$ cat src/hdl/knn_pkg.sv
package knn_pkg;
  localparam int MaxPoints = 1024;
  localparam int MaxDims = 16;
  localparam int MaxK = 16;
  localparam int PcW = 11;
  localparam int DcW = 5;
  localparam int KW = 5;
  localparam int PiW = 10;
  localparam int DiW = 4;
  localparam int FvW = 16;
  localparam int EpW = 14;
  localparam int StW = 2;

  localparam logic [StW-1:0] StatusOk = 2'd0;
  localparam logic [StW-1:0] StatusKBig = 2'd1;
  localparam logic [StW-1:0] StatusRange = 2'd2;

  localparam logic [1:0] RegPoints = 2'd0;
  localparam logic [1:0] RegDims = 2'd1;
  localparam logic [1:0] RegK = 2'd2;

  // controller to datapath
  typedef struct packed {
    logic load_write;   // write feature store from input
    logic start;        // capture query, clear candidate list
    logic read_issue;   // issue store reads for (cur point, cur dim)
    logic acc_clear;    // start a new distance sum
    logic acc_add;      // add registered square
    logic mul_en;       // register product
    logic insert;       // offer finished distance to the list
    logic next_dim;     // advance dimension counter
    logic next_point;   // advance point counter
    logic sort_step;    // one pass of odd-even sort
    logic emit_load;    // load output register
    logic emit_err;     // output is an error result
  } knn_cmd_t;

  typedef struct packed {
    logic dim_last;
    logic point_last;
    logic point_self;
    logic emit_last;
    logic out_busy;
  } knn_stat_t;
endpackage

$ cat src/hdl/knn_ctrl.sv
module knn_ctrl import knn_pkg::*; #(
  parameter int MAX_K = MaxK
) (
  input  logic clk,
  input  logic rst,
  input  logic in_valid,
  output logic in_ready,
  input  logic mode,
  input  logic query_err,
  input  knn_stat_t stat,
  output knn_cmd_t cmd
);
  localparam logic [2:0] SIdle = 3'd0, SRead = 3'd1, SMul = 3'd2, SAcc = 3'd3,
    SIns = 3'd4, SSort = 3'd5, SEmit = 3'd6;
  logic [2:0] state, state_next;
  logic [6:0] scnt, scnt_next;
  logic err, err_next;

  assign in_ready = (state == SIdle);

  always_comb begin
    cmd = '0;
    state_next = state;
    scnt_next = scnt;
    err_next = err;
    unique case (state)
      SIdle: if (in_valid) begin
        if (!mode) cmd.load_write = 1'b1;
        else begin
          cmd.start = 1'b1;
          cmd.acc_clear = 1'b1;
          err_next = query_err;
          state_next = query_err ? SEmit : SRead;
        end
      end
      SRead: begin
        if (stat.point_self) begin
          cmd.next_point = 1'b1;
          if (stat.point_last) begin
            state_next = SSort;
            scnt_next = '0;
          end
        end else begin
          cmd.read_issue = 1'b1;
          state_next = SMul;
        end
      end
      SMul: begin
        cmd.mul_en = 1'b1;
        state_next = SAcc;
      end
      SAcc: begin
        cmd.acc_add = 1'b1;
        if (stat.dim_last) state_next = SIns;
        else begin
          cmd.next_dim = 1'b1;
          state_next = SRead;
        end
      end
      SIns: begin
        cmd.insert = 1'b1;
        cmd.acc_clear = 1'b1;
        cmd.next_point = 1'b1;
        if (stat.point_last) begin
          state_next = SSort;
          scnt_next = '0;
        end else state_next = SRead;
      end
      SSort: begin
        cmd.sort_step = 1'b1;
        scnt_next = scnt + 1'b1;
        if (scnt == 7'(MAX_K)) state_next = SEmit;
      end
      SEmit: if (!stat.out_busy) begin
        cmd.emit_load = 1'b1;
        cmd.emit_err = err;
        if (err || stat.emit_last) state_next = SIdle;
      end
      default: state_next = SIdle;
    endcase
  end

  always_ff @(posedge clk) begin
    if (rst) begin
      state <= SIdle;
      scnt <= '0;
      err <= 1'b0;
    end else begin
      state <= state_next;
      scnt <= scnt_next;
      err <= err_next;
    end
  end

`ifndef SYNTHESIS
  a_load_idle: assert property (@(posedge clk) disable iff (rst)
    cmd.load_write |-> state == SIdle) else $error("load outside idle");
  a_emit_after_sort: assert property (@(posedge clk) disable iff (rst)
    (state == SSort && state_next == SEmit) |-> !err) else $error("sort on error");
  a_ins_once: assert property (@(posedge clk) disable iff (rst)
    cmd.insert |=> !cmd.insert) else $error("double insert");
`endif
endmodule
$ cat config.mk
export PLATFORM = sky130hd
export DESIGN_NAME = knn_ctrl
export DESIGN_NICKNAME = d
export VERILOG_FILES = /design/src/hdl/knn_pkg.sv /design/src/hdl/knn_ctrl.sv
export SDC_FILE = /design/constraint.sdc
export NUM_CORES = 1
export LEC_CHECK = 0
export BUFFER_PORTS_ARGS = -buffer_cell sky130_fd_sc_hd__clkbuf_2
export CAP_MARGIN = 20
export CORE_UTILIZATION = 45
export DETAILED_ROUTE_END_ITERATION = 10
export PLACE_DENSITY = 0.83
export SLEW_MARGIN = 20
export SYNTH_ARGS = -nofsm -noshare
export SYNTH_HDL_FRONTEND = slang
export SYNTH_SLANG_ARGS = --single-unit
$ cat constraint.sdc
create_clock -name clk -period 1.35 [get_ports clk]
set_clock_uncertainty 0.05 [all_clocks]
set_input_delay 0.405 -clock clk [delete_from_list [all_inputs] [get_ports clk]]
set_output_delay 0.405 -clock clk [all_outputs]
set_load 0.05 [all_outputs]
==> out/qor.csv, run 1 <==
stage;metric;value;unit
yosys;main area contributors after synthesis;dfxtp_1 28%, a21oi_1 5.7%, a311oi_1 5.5%;
yosys;cell with the most instances after synthesis;dfxtp_1;
status;run status;aborted with a tool error;
place;gpl congestion;0.857;
clock_tree;CTS sink count;11;
floorplanning;FP Rows;14;
yosys;Async SR Flop Fraction;0;
yosys;register bit total from synthesis;11;
yosys;Post-Synthesis Cells;96;
floorplanning;I/O pins;23;
yosys;Cell Area, Synth;792;µm²
yosys;Yosys Warn Count;0;
status;Tool Error;[ERROR DPL-0038] Utilization greater than 100%, impossible to legalize;
clock_tree;CTS root buffer;clkbuf_4;
yosys;share of the synthesized area in the top cell type;0.278;
status;failing step;global routing (5_1_grt);
sta;Worst End Pin Type;output port;
floorplanning;Die Ht;44.0;µm
yosys;Unique masters post-synth;37;
place;placed cells;149;
place;pre-CTS WS;-273;ps
clock_tree;CTS Hold Buffers Added;0;
floorplanning;Die X;44.0;µm
clock_tree;TritonCTS Buffers;3;
yosys;sequential-to-total area share from yosys stat;0.278;
yosys;Post-Syn Nets;108;
global_routing;largest net degree at the start of global routing;14;
place;port bufs;22;
yosys;top cells by count, synth;11 x dfxtp_1, 9 x a21oi_1, 9 x nor2_1;
yosys;Top FF cell, synth;dfxtp_1;
yosys;Post-synth EDFFs;0;
place;post-DP HPWL;1680;µm
yosys;cell taking the most area after synthesis;dfxtp_1;
sta;GRT repair_timing worst endpoint;cmd[0];
floorplanning;Initial Util;0.502;
clock_tree;H-Tree Depth;1;
clock_tree;Longest Clk Path Bufs;2;
yosys;syn avg cell area;8.25;µm²
[timing repair]
action / 4_1_cts
pin swaps: 3
endpoints found under the setup margin: 24
setup buffers: 5
gates resized for setup: 50
[through the flow]
| step | instance area [µm²] | utilization | hold slack [ps] | setup TNS (ps) |
|---|---|---|---|---|
| after floorplan | 916 | - | 402 | -2620 |
| after global placement | 1140 | 0.723 | 421 | -4030 |
| after detailed placement | 1140 | 0.723 | 444 | -4680 |
| after CTS | 1440 | 0.911 | 429 | -5920 |
[logic make-up after synthesis]
family	after synthesis	synth area share
mux	2	0.0253
fa+ha+maj	2	0.0316
compound gates	29	0.294
buf+inv	11	0.0853
flops	11	0.278
simple gates	41	0.286
==> inputs of run 2 (changes only) <==
Settings changed: CORE_AREA set to 2 2 63 65, CORE_UTILIZATION 45 to not set, DIE_AREA set to 0 0 65 67, PLACE_DENSITY 0.83 to not set, PLACE_DENSITY_LB_ADDON set to 0.15.
Clock period 1.35 ns to 1.8 ns, I/O delays scaled along.
==> out/qor.csv, run 2 <==
stage;metric;value;unit
status;run status;finished with violations;
status;failing checks;setup timing;
final_layout;number of flip-flops under the largest register name;7;
place;port bufs;22;
clock_tree;CTS Hold Buffers Added;0;
yosys;cell taking the most area after synthesis;dfxtp_1;
power;PwrDens;1390;nW/µm²
yosys;share of the synthesized area in the top cell type;0.278;
sta;final setup margin;-62.4;ps
yosys;Async SR Flop Fraction;0;
clock_tree;clk_lat worst skew;240;ps
clock_tree;register clock-pin slew on the reported worst setup and hold paths;50;ps
critical_path;CP max stage delay;370;ps
drt;DRT antenna net count;0;
yosys;Top FF cell, synth;dfxtp_1;
final_layout;Largest Register;scnt;
floorplanning;FP Rows;22;
yosys;sequential-to-total area share from yosys stat;0.278;
final_layout;n_diodes;0;
drt;DR vias;888;
sta;setup TNS;-228;ps
critical_path;critical path class;reg -> out;
place;pre-CTS WS;1.21;ps
yosys;simple logic cell fraction of the synthesized area;0.286;
critical_path;largest fanout on the critical path;3;
critical_path;Arr. time, crit path;1270;ps
sta;Min Hold Slack;451;ps
worst_hold_path;Hold EP;scnt[6]$_SDFFE_PP0P_;
yosys;Post-Synth XOR/XNOR Area;0;
yosys;Adder-Cell Fraction of Synth Area;0.0316;
final_layout;layout cell share with drive strength beyond 1;0.543;
yosys;Post-Syn Nets;108;
global_routing;first-pass GRT wire length;3970;µm
floorplanning;DIE AREA;4360;µm²
final_layout;Top Registers;scnt (7), state (3), err (1);
power;Lkg Pwr;0.000560;µW
sta;RSZ-0062 raised after global routing;yes;
yosys;main combinational cell family by area after synthesis;compound AO/OA/AOI/OAI gates;
critical_path;CP Launch Type;flip-flop;
yosys;Post-Synthesis Cells;96;
floorplanning;Die Ht;67;µm
clock_tree;H-Tree Depth;1;
final_layout;commonest cells after routing, fill and taps aside;20 x buf_4, 9 x clkbuf_2, 8 x a21oi_1, 8 x dfxtp_1, 7 x nor2_1;
global_routing;gr usage total;0.119;
floorplanning;CORE AREA;3610;µm²
drt;routed wire length;2380;µm
critical_path;CP Capture Type;output port;
sta;final critical-path required period;1860;ps
global_routing;largest net degree at the start of global routing;14;
yosys;syn avg cell area;8.25;µm²
yosys;Post-synth EDFFs;0;
yosys;register bit total from synthesis;11;
worst_hold_path;WHS Path Cells;1;
sta;final period utilization;1.03;
worst_hold_path;Worst Hold Class;reg -> reg;
critical_path;slowest cell on the critical path;dfxtp_2;
global_routing;Overflow after GRT;0;
critical_path;r2r setup slk;150;ps
sta;Fin. Hold Viols;0;
sta;Slew Limit Fails;0;
drt;DRT Pass-1 Iters;4;
place;gpl congestion;0.772;
yosys;post-synthesis compound-gate area fraction;0.294;
critical_path;CP cell instances;and3b_2 > nor2b_4 > and2_4 > clkbuf_16;
global_routing;initial antenna violation count;0;
clock_tree;Longest Clk Path Bufs;2;
place;post-DP HPWL;1720;µm
drt;Routed wire per std cell;12.8;µm
yosys;Yosys Warn Count;0;
drt;Vias per Instance;4.77;
final_layout;nets;151;
clock_tree;CTS tree;done;
clock_tree;TritonCTS Buffers;3;
floorplanning;Die X;65;µm
floorplanning;I/O pins;23;
critical_path;reg2reg path depth;6;
yosys;Unique masters post-synth;37;
yosys;mux cell area share after synthesis;0.0253;
critical_path;Top Family by Delay on Critical Path;simple AND/OR/NAND/NOR gates;
run;Max-Cap Viols;0;
sta;final setup fails;6;
final_layout;most common cell after layout, fill and taps aside;buf_4;
drt;DRT iter0 DRCs;24;
yosys;top cells by count, synth;11 x dfxtp_1, 9 x a21oi_1, 9 x nor2_1;
clock_tree;CTS sink count;11;
final_layout;Area Growth Syn to Fin;77.3;%
sta;Worst-Margin Slew;412;ps
critical_path;Worst R2R Start;state[2]$_SDFFE_PP0P_;
yosys;Cell Area, Synth;792;µm²
yosys;cell with the most instances after synthesis;dfxtp_1;
global_routing;vias in the first global route;848;
final_layout;final core utilization;0.389;
worst_hold_path;Min-Delay Startpoint;scnt[6]$_SDFFE_PP0P_;
critical_path;reg2reg end;state[2]$_SDFFE_PP0P_;
drt;DRC;0;
clock_tree;CTS root buffer;clkbuf_8;
sta;Slew HR;0.725;
sta;fmax;0.537;GHz
yosys;main area contributors after synthesis;dfxtp_1 28%, a21oi_1 5.7%, a311oi_1 5.5%;
critical_path;Data required, critical path;1210;ps
critical_path;Buffers & Inverters on Critical Path;1;
floorplanning;Initial Util;0.220;
power;maximum vdd drop;453;µV
-- run 2: cell counts after synthesis --
Identical to the previous run, type by type.
-- run 2: metal layers --
metal,wire length (µm),vias to the layer above,global-route usage
met5,0,-,0
li1,-,449,-
met1,1090,416,0.142
met2,1180,21,0.205
met4,8,0,0.0319
met3,105,2,0.0372
-- run 2: cells by family (layout without fill, tap and decap cells) --
family / count (synthesis) / count (layout)
flops: 11 / 11
mux: 2 / 2
buf+inv: 11 / 53
fa+ha+maj: 2 / 2
compound gates: 29 / 29
simple gates: 41 / 41
-- run 2: how the worst max path moves through the flow --
stage                                     start                     to  slack [ps]  depth (start not counted)
after CTS                 state[0]$_SDFFE_PP0P_                 cmd[0]         -80                          4
after global placement                  stat[2]                 cmd[3]          20                          5
after detailed placement                   mode  state[2]$_SDFFE_PP0P_           1                          4
after global routing      state[2]$_SDFFE_PP0P_                 cmd[5]        -130                          4
after floorplan           state[2]$_SDFFE_PP0P_                cmd[11]        -180                          3
final                     state[0]$_SDFFE_PP0P_                 cmd[0]         -60                          4
-- run 2: cell type report --
class                      instances  area (µm²)
multi-input combinational         74         613
sequential                        11         229
inverter                           5        22.5
fill                             370        2200
clock buffer                       4        45.0
timing repair buffer              44         434
tap                               48        60.1
-- run 2: report_power, final --
part           total (µW)  internal [µW]  switching (µW)
Combinational        1360            630             733
Clock                 246            155            91.0
Sequential            337            289            48.5
Total                1950           1070             872
-- run 2: per-stage QoR --
step           power (µW)  area (µm²)  cells
6_report             1950        1400    186
3_3_place_gp         1480        1170    175
3_5_place_dp         1480        1170    175
5_1_grt              2070        1400    186
4_1_cts              1890        1360    185
2_1_floorplan        1120         885     96
-- run 2: timing repair --
item                       CTS  global route
gates resized for setup     25            13
pin swaps                    2             2
setup endpoints to repair   12            13
buffers inserted             6             1
Note: power is estimated with default switching activity, not from simulation.
==> inputs of run 3 (changes only) <==
Settings changed: ABC_AREA set to 1.
==> out/qor.csv, run 3 <==
stage;metric;value;unit
status;run status;finished with violations;
status;failing checks;setup timing;
yosys;sequential-to-total area share from yosys stat;0.260;
sta;final setup fails;2;
global_routing;vias in the first global route;860;
sta;fmax;0.549;GHz
drt;top sig layer;met4;
final_layout;commonest cells after routing, fill and taps aside;22 x nand2_1, 14 x buf_4;
yosys;syn avg cell area;6.73;µm²
critical_path;CP Launch Type;flip-flop;
floorplanning;Initial Util;0.235;
floorplanning;Die X;65;µm
yosys;cell with the most instances after synthesis;nand2_1;
final_layout;number of flip-flops under the largest register name;7;
global_routing;gr usage total;0.111;
yosys;Async SR Flop Fraction;0;
drt;DRT iter0 DRCs;19;
drt;DRT Pass-1 Iters;4;
clock_tree;Longest Clk Path Bufs;2;
yosys;register bit total from synthesis;11;
floorplanning;DIE AREA;4360;µm²
yosys;Post-synth EDFFs;0;
yosys;Post-Synthesis Cells;126;
drt;Routed wire per std cell;10.5;µm
yosys;Yosys Warn Count;0;
drt;routed wire length;2200;µm
floorplanning;FP Rows;22;
drt;met3 wire len;123;µm
floorplanning;CORE AREA;3610;µm²
yosys;Unique masters post-synth;27;
yosys;Top FF cell, synth;dfxtp_1;
sta;RSZ-0062 raised after global routing;yes;
yosys;main area contributors after synthesis;dfxtp_1 26%, nand2_1 11%, a21oi_1 6.5%;
drt;wire length on met2;1080;µm
clock_tree;clk_lat worst skew;230;ps
final_layout;final core utilization;0.368;
sta;final critical-path required period;1820;ps
critical_path;Data required, critical path;1210;ps
critical_path;largest fanout on the critical path;4;
global_routing;initial antenna violation count;0;
critical_path;critical path class;reg -> out;
clock_tree;TritonCTS Buffers;3;
final_layout;final instance area;1330;µm²
yosys;share of the synthesized area in the top cell type;0.260;
place;Post-DP Area;1110;µm²
global_routing;Overflow after GRT;0;
critical_path;Arr. time, crit path;1230;ps
final_layout;n_diodes;0;
drt;Vias per Instance;4.36;
drt;DRC;0;
global_routing;largest net degree at the start of global routing;10;
sta;Fin. Hold Viols;0;
place;placed cells;202;
final_layout;most common cell after layout, fill and taps aside;nand2_1;
place;post-DP HPWL;1710;µm
power;maximum vdd drop;1030;µV
place;port bufs;22;
final_layout;Largest Register;scnt;
final_layout;nets;175;
sta;Slew HR;0.834;
sta;final setup margin;-20.2;ps
floorplanning;Die Ht;67;µm
drt;DRT antenna net count;0;
place;gpl congestion;0.761;
sta;Slew Limit Fails;0;
critical_path;CP Capture Type;output port;
sta;Worst-Margin Slew;250;ps
drt;DR vias;915;
clock_tree;CTS sink count;11;
global_routing;first-pass GRT wire length;3770;µm
clock_tree;H-Tree Depth;1;
final_layout;Top Registers;scnt (7), state (3), err (1);
final_layout;layout cell share with drive strength beyond 1;0.469;
yosys;Post-Syn Nets;138;
clock_tree;CTS root buffer;clkbuf_8;
sta;final period utilization;1.01;
yosys;Cell Area, Synth;848;µm²
sta;Min Hold Slack;454;ps
yosys;cell taking the most area after synthesis;dfxtp_1;
power;PwrDens;1480;nW/µm²
worst_hold_path;Worst Hold Class;reg -> reg;
clock_tree;register clock-pin slew on the reported worst setup and hold paths;50;ps
clock_tree;CTS tree;done;
final_layout;Area Growth Syn to Fin;56.6;%
drt;WL met1;979;µm
floorplanning;I/O pins;23;
final_layout;post-route non-filler standard cell count;210;
power;Lkg Pwr;0.000582;µW
yosys;top cells by count, synth;24 x nand2_1, 14 x inv_1, 13 x nor2_1;
run;Max-Cap Viols;0;
## run 3: cells by family (layout without fill, tap and decap cells)
kind of cell | after synthesis | after routing | share of synthesized area
compound gates | 21 | 21 | 0.145
buf+inv | 25 | 61 | 0.131
simple gates | 67 | 67 | 0.435
fa+ha+maj | 2 | 2 | 0.0295
flops | 11 | 11 | 0.260
## run 3: cell type report
cell class                      instances  area, µm²
Tap cell                               48       60.1
Timing Repair Buffer                   35        320
Clock buffer                            4       45.0
Fill cell                             386       2280
Sequential cell                        11        231
Inverter                               22       93.8
Multi-Input combinational cell         90        578
## run 3: per-stage QoR
step | TNS, ps | setup slack (ps) | power [µW]
3_5_place_dp | -6.19 | -6.19 | 1460
5_1_grt | -315 | -67.2 | 2080
2_1_floorplan | -169 | -94.0 | 1230
6_report | -37.7 | -20.2 | 1960
4_1_cts | -119 | -28.6 | 1920
3_3_place_gp | 0 | 7.62 | 1470
## run 3: path summary, 6_finish.rpt
check                                            from                    end  slack, ps  depth (start not counted)
worst min-delay path             scnt[6]$_SDFFE_PP0P_   scnt[6]$_SDFFE_PP0P_        450                          2
worst max-delay path            state[1]$_SDFFE_PP0P_                 cmd[3]        -20                          6
worst max register to register  state[1]$_SDFFE_PP0P_  state[0]$_SDFFE_PP0P_        380                          9
worst min register to register   scnt[6]$_SDFFE_PP0P_   scnt[6]$_SDFFE_PP0P_        450                          2
## run 3: what timing repair did
| item | 4_1_cts | 5_1_grt |
|---|---|---|
| pin swaps | 4 | 2 |
| setup endpoints to repair | 12 | 13 |
| endpoints found under the hold margin | 0 | 0 |
| cloned | 0 | 0 |
| hold buffers | 0 | 0 |
| buffers inserted | 2 | 2 |
| gates resized for setup | 34 | 12 |
## run 3: worst max-delay path, cell delays in order (launching register included)
cell and delay (ps):
dfxtp_4 370, inv_4 90, nand2_2 70, nor2_4 170
a21oi_4 90, inv_4 60, clkbuf_16 150
## run 3: routing by layer
| layer | vias up | GRT usage |
|---|---|---|
| met5 | - | 0 |
| met4 | 0 | 0.0319 |
| met3 | 3 | 0.0253 |
| met2 | 29 | 0.193 |
| met1 | 404 | 0.135 |
| li1 | 479 | - |
## run 3: report_power, final
group	total (µW)	internal, µW	leakage (µW)	switching, µW
Combinational	1360	528	0.000468	832
Clock	243	155	0.0000228	87.8
Sequential	358	297	0.0000913	60.9
